===== config.mk =====
export PLATFORM = sky130hd
export DESIGN_NAME = sut_div
export DESIGN_NICKNAME = d
export VERILOG_FILES = /design/src/rtl/sut_div.sv
export SDC_FILE = /design/constraint.sdc
export NUM_CORES = 1
export LEC_CHECK = 0
export BUFFER_PORTS_ARGS = -buffer_cell sky130_fd_sc_hd__buf_2
export CORE_ASPECT_RATIO = 0.5
export CORE_UTILIZATION = 39
export CTS_BUF_LIST = sky130_fd_sc_hd__clkbuf_4 sky130_fd_sc_hd__clkbuf_8
export DETAILED_ROUTE_END_ITERATION = 10
export PLACE_DENSITY_LB_ADDON = 0.25
export SLEW_MARGIN = 15
export SYNTH_ARGS = -nofsm -noshare
export SYNTH_HDL_FRONTEND = slang
export SYNTH_SLANG_ARGS = --single-unit

===== constraint.sdc =====
create_clock -name clk_i -period 5 [get_ports clk_i]
set_input_delay 1.5 -clock clk_i [delete_from_list [all_inputs] [get_ports clk_i]]
set_output_delay 1.5 -clock clk_i [all_outputs]
set_load 0.01 [all_outputs]

===== src/rtl/sut_div.sv =====
// sut_div: signed restoring divider, one quotient bit per cycle, truncating.
// Computes (num << Frac) / den. Depends on nothing.
`default_nettype none
module sut_div #(
  parameter int Width = 32,
  parameter int Frac  = 24
) (
  input  wire logic                    clk_i,
  input  wire logic                    rst_ni,
  input  wire logic                    start_i,
  input  wire logic signed [Width-1:0] num_i,
  input  wire logic signed [Width-1:0] den_i,
  output logic                         done_o,
  output logic signed [Width-1:0]      quot_o
);
  localparam int NW = Width + Frac;
  localparam int CW = $clog2(NW + 1);

  logic [NW-1:0] num_q, num_d, quo_q, quo_d;
  logic [Width:0] den_q, den_d;
  logic [Width:0] rem_q, rem_d;
  logic [CW-1:0] cnt_q, cnt_d;
  logic neg_q, neg_d, busy_q, busy_d, done_q, done_d;
  logic [Width+1:0] trial;
  logic [NW:0] sq, mag;
  logic signed [NW+1:0] sv;
  logic signed [Width-1:0] hi_c, lo_c;

  assign hi_c = {1'b0, {(Width-1){1'b1}}};
  assign lo_c = {1'b1, {(Width-1){1'b0}}};
  assign trial = {rem_q, num_q[NW-1]} - {1'b0, den_q};

  always_comb begin
    num_d = num_q; quo_d = quo_q; den_d = den_q; rem_d = rem_q;
    cnt_d = cnt_q; neg_d = neg_q; busy_d = busy_q; done_d = 1'b0;
    if (start_i) begin
      num_d = (num_i[Width-1] ? NW'(-$signed({{Frac{1'b1}}, num_i}))
                              : NW'({{Frac{1'b0}}, num_i})) << Frac;
      den_d = den_i[Width-1] ? (Width+1)'(-$signed({1'b1, den_i}))
                             : {1'b0, den_i};
      neg_d = num_i[Width-1] ^ den_i[Width-1];
      rem_d = '0; quo_d = '0; cnt_d = CW'(NW); busy_d = 1'b1;
    end else if (busy_q) begin
      if (!trial[Width+1]) begin
        rem_d = trial[Width:0];
        quo_d = {quo_q[NW-2:0], 1'b1};
      end else begin
        rem_d = {rem_q[Width-1:0], num_q[NW-1]};
        quo_d = {quo_q[NW-2:0], 1'b0};
      end
      num_d = {num_q[NW-2:0], 1'b0};
      cnt_d = cnt_q - 1'b1;
      if (cnt_q == CW'(1)) begin
        busy_d = 1'b0; done_d = 1'b1;
      end
    end
  end

  always_ff @(posedge clk_i or negedge rst_ni) begin
    if (!rst_ni) begin
      busy_q <= 1'b0; done_q <= 1'b0; cnt_q <= '0;
    end else begin
      busy_q <= busy_d; done_q <= done_d; cnt_q <= cnt_d;
    end
  end
  always_ff @(posedge clk_i) begin
    num_q <= num_d; quo_q <= quo_d; den_q <= den_d; rem_q <= rem_d; neg_q <= neg_d;
  end

  // magnitude fits NW bits; apply sign then saturate
  assign mag = {1'b0, quo_q};
  assign sq  = neg_q ? -mag : mag;
  assign sv  = $signed({sq[NW], sq});
  always_comb begin
    if (sv > $signed((NW+2)'(hi_c))) quot_o = hi_c;
    else if (sv < $signed({{(NW+2-Width){1'b1}}, lo_c})) quot_o = lo_c;
    else quot_o = sv[Width-1:0];
  end
  assign done_o = done_q;
endmodule
`default_nettype wire


==> flow_summary.ini <==
[cts]
cts_buffers = 17
cts_root_buf = clkbuf_8
cts_max_level = 4
cts_buffer_depth = 2
cts_hold_buf = 0
cts_tree = yes
clk_latency_ns = 0.51
clkSinkCount = 163
path_clk_slew_ns = 0.10

[detailed_routing]
drc = 0
vias = 10130
drtAntennaViolNets = 0
viasPerCell = 5.473
wire_per_inst_um = 15.73
drtPass1Iterations = 5
wirelength_um = 29100
drt_iter0_drc = 638

[die]
initial_core_util = 0.4047
dieHeight_um = 123.2
io_pins = 100
coreArea_mm2 = 0.02830
die_x_um = 244.3
dieArea_mm2 = 0.03010
rows = 43

[sta]
worstMarginPinSlew_ns = 1.120
rsz0062_at_grt = yes
hold_violations = 0
fin_worst_skew_ns = 0.01638
setup_slack_ns = -0.3213
whs_ns = 0.4957
relSlewSlack = 0.2534
layout_min_cycle_time_ns = 5.321
max_freq_mhz = 187.9
finalSetupViolations = 31
period_share = 1.064
slew_violations = 0

[setup_path]
crit_slowest_cell = or4b_4
crit_family = simple AND/OR/NAND/NOR gates
crit_path_cell_trace = inv_2 > ha_4 > or4b_4 > or4_4 > buf_6 > nor4_4 > a2111oi_2 > a31oi_1 > o2111ai_2 > and4bb_1 > nor2_4 > buf_12 > buf_16 > o21ai_2 > buf_2
crit_path_max_incr_delay_ns = 0.47
crit_path_max_fanout = 8
path_class = reg -> out
crit_path_start_kind = flip-flop
endpoint_kind = primary output
crit_buf_inv = 5
worstPathArrival_ns = 3.82
critPathRequiredTime_ns = 3.50

[synth]
synth_top_family_by_area = simple AND/OR/NAND/NOR gates
synth_top_cell_area_share = 0.1731
syn_area_mm2 = 0.01145
synth_cell_types = 75
synth_edf_count = 66
yosysWarningCount = 0
async_reset_ff_frac = 0.04908
synthAdderAreaFrac = 0.04326
avgSynthCellArea_um2 = 8.521
synth-seq-cells = 163
synth_top_area_cell = edfxtp_1
synthesis.instances = 1344
synth_ff_type = dfxtp_1
synth_compound_area_frac = 0.1922
ys_seq_area_frac = 0.3461
synth.area.mux_share = 0.05605
synth_xor_area_frac = 0.09789
synth_area_leaders = edfxtp_1, dfxtp_1, mux2i_1, nor2_1, xor2_1
syn_nets = 1450
yosys.area_share.simple = 0.2132

[final_layout]
utilization = 0.4767
register_area_mm2 = 0.003971
fillers = 2762
nets = 1561
n_antenna_cell = 0
stdcell_area_mm2 = 0.01349
layout_commonest_cell = nor2_1
multi_input_area_mm2 = 0.007151
final_cell_mix = nor2_1, nand2_1, buf_2, dfxtp_1, a21oi_1
area_growth_pct = 17.80
drive_gt1_frac = 0.2064

[job]
drv_cap = 0

[global_route]
grt_pass1_wl_um = 47910
grt_pass1_vias = 9696
grt.overflow.total = 0
grt_usage = 0.1982
grt_max_degree = 96
antenna_found_initial = 0

[min_path]
hold_path.class = reg -> reg

[power]
p_leak_nw = 5.996
peakVddDrop_uv = 1688
p_per_area_mw_per_mm2 = 590.7

[placement]
io_buffers = 99
dp_hpwl_um = 20490
placed_area_mm2 = 0.01264
gp_congestion = 0.8834

[outcome]
status = complete, but fails checks
violations = setup timing
==> per-layer routing <==
| metal | share of wire | global-route usage | wire length, µm | up-vias |
|---|---|---|---|---|
| li1 | - | - | - | 5086 |
| met1 | 0.48 | 0.2556 | 13990 | 4821 |
| met2 | 0.47 | 0.3400 | 13700 | 181 |
| met3 | 0.033 | 0.03364 | 964 | 37 |
| met4 | 0.015 | 0.06367 | 448 | 0 |
| met5 | 0 | 0 | 0 | - |
==> tightest hold or removal path, delay by kind of cell, from the launching register on <==
| kind | cells | cell delay [ns] |
|---|---|---|
| AO/OA/AOI/OAI | 1 | 0.08 |
| flip-flops | 1 | 0.33 |
| AND/OR/NAND/NOR | 1 | 0.05 |
==> state kept, by name (all words and copies together) (netlist names) <==
signal and flops:
busy_q 1, cnt_q 6, den_q 33, done_o 1, neg_q 1, num_q 32
quo_q 56, rem_q 33
==> report_power, final <==
group / internal [W] / switching, W
registers: 0.00155 / 0.000103
clock network: 0.000478 / 0.000555
logic: 0.00252 / 0.00276
total: 0.00455 / 0.00341
==> logic make-up (layout without fill, tap and decap cells) <==
family,count (synthesis),in the layout
buffers and inverters,143,266
multiplexers,64,64
other,1,1
AND/OR/NAND/NOR,491,492
adder cells (fa/ha/maj),39,39
flip-flops,163,163
XOR/XNOR,128,128
AO/OA/AOI/OAI,315,315
==> stage by stage <==
| step | total power (W) | std cells | setup TNS [ns] | setup WS [ns] |
|---|---|---|---|---|
| floorplan | 0.004757 | 1344 | 0 | 0.2094 |
| global placement | 0.006249 | 1802 | 0 | 0.05650 |
| detailed placement | 0.006360 | 1802 | -1.037 | -0.05186 |
| CTS | 0.007996 | 1850 | -10.09 | -0.3459 |
| global route | 0.008564 | 1850 | -15.69 | -0.5326 |
| finish | 0.007968 | 1850 | -9.020 | -0.3213 |
==> cell type report <==
type                            count  area share
Tap cell                          382     0.03543
Sequential cell                   163      0.2944
Timing Repair Buffer              183     0.09562
Clock inverter                     13     0.01094
Inverter                           51     0.01419
Clock buffer                       19     0.01938
Multi-Input combinational cell   1039      0.5301
==> cells in the mapped netlist (7+ instances only) <==
library cell and n:
nor2_1 168, nand2_1 116, dfxtp_1 89, clkbuf_1 72
a21oi_1 71, xor2_1 68, edfxtp_1 66, mux2i_1 63
xnor2_1 60, o21ai_0 52, inv_1 51, ha_1 38
o21ai_2 31, o31ai_1 28, or3_1 28, a311oi_1 27
or4_1 22, nand3_1 21, o41ai_1 18, nand2b_1 17
nor3_1 17, nor4_1 16, a21o_1 12, and3_1 12
nand4_1 12, nor2b_1 12, a31oi_1 11, or2_2 10
buf_1 9, dfrtp_1 8, o21a_1 8, and2_1 7
nor3b_1 7
==> final timing paths <==
kind	start	slack, ns	cells after the start	end
worst max register to register	den_q[1]	1.17	12	rem_q[3]
max in group asynchronous	rst_ni	4.00	1	busy_q
worst max-delay path	quo_q[0]	-0.32	15	quot_o[12]
min in group asynchronous	rst_ni	0.81	1	cnt_q[2]
worst min-delay path	rem_q[15]	0.50	2	rem_q[16]
worst min register to register	rem_q[15]	0.50	2	rem_q[16]
==> repair_timing <==
action,in CTS,in global routing
resized for setup,42,14
setup endpoints to repair,31,31
gates cloned,3,0
buffers inserted,13,1
pin swaps,11,14
No activity file was read; power rests on OpenSTA's default activity.
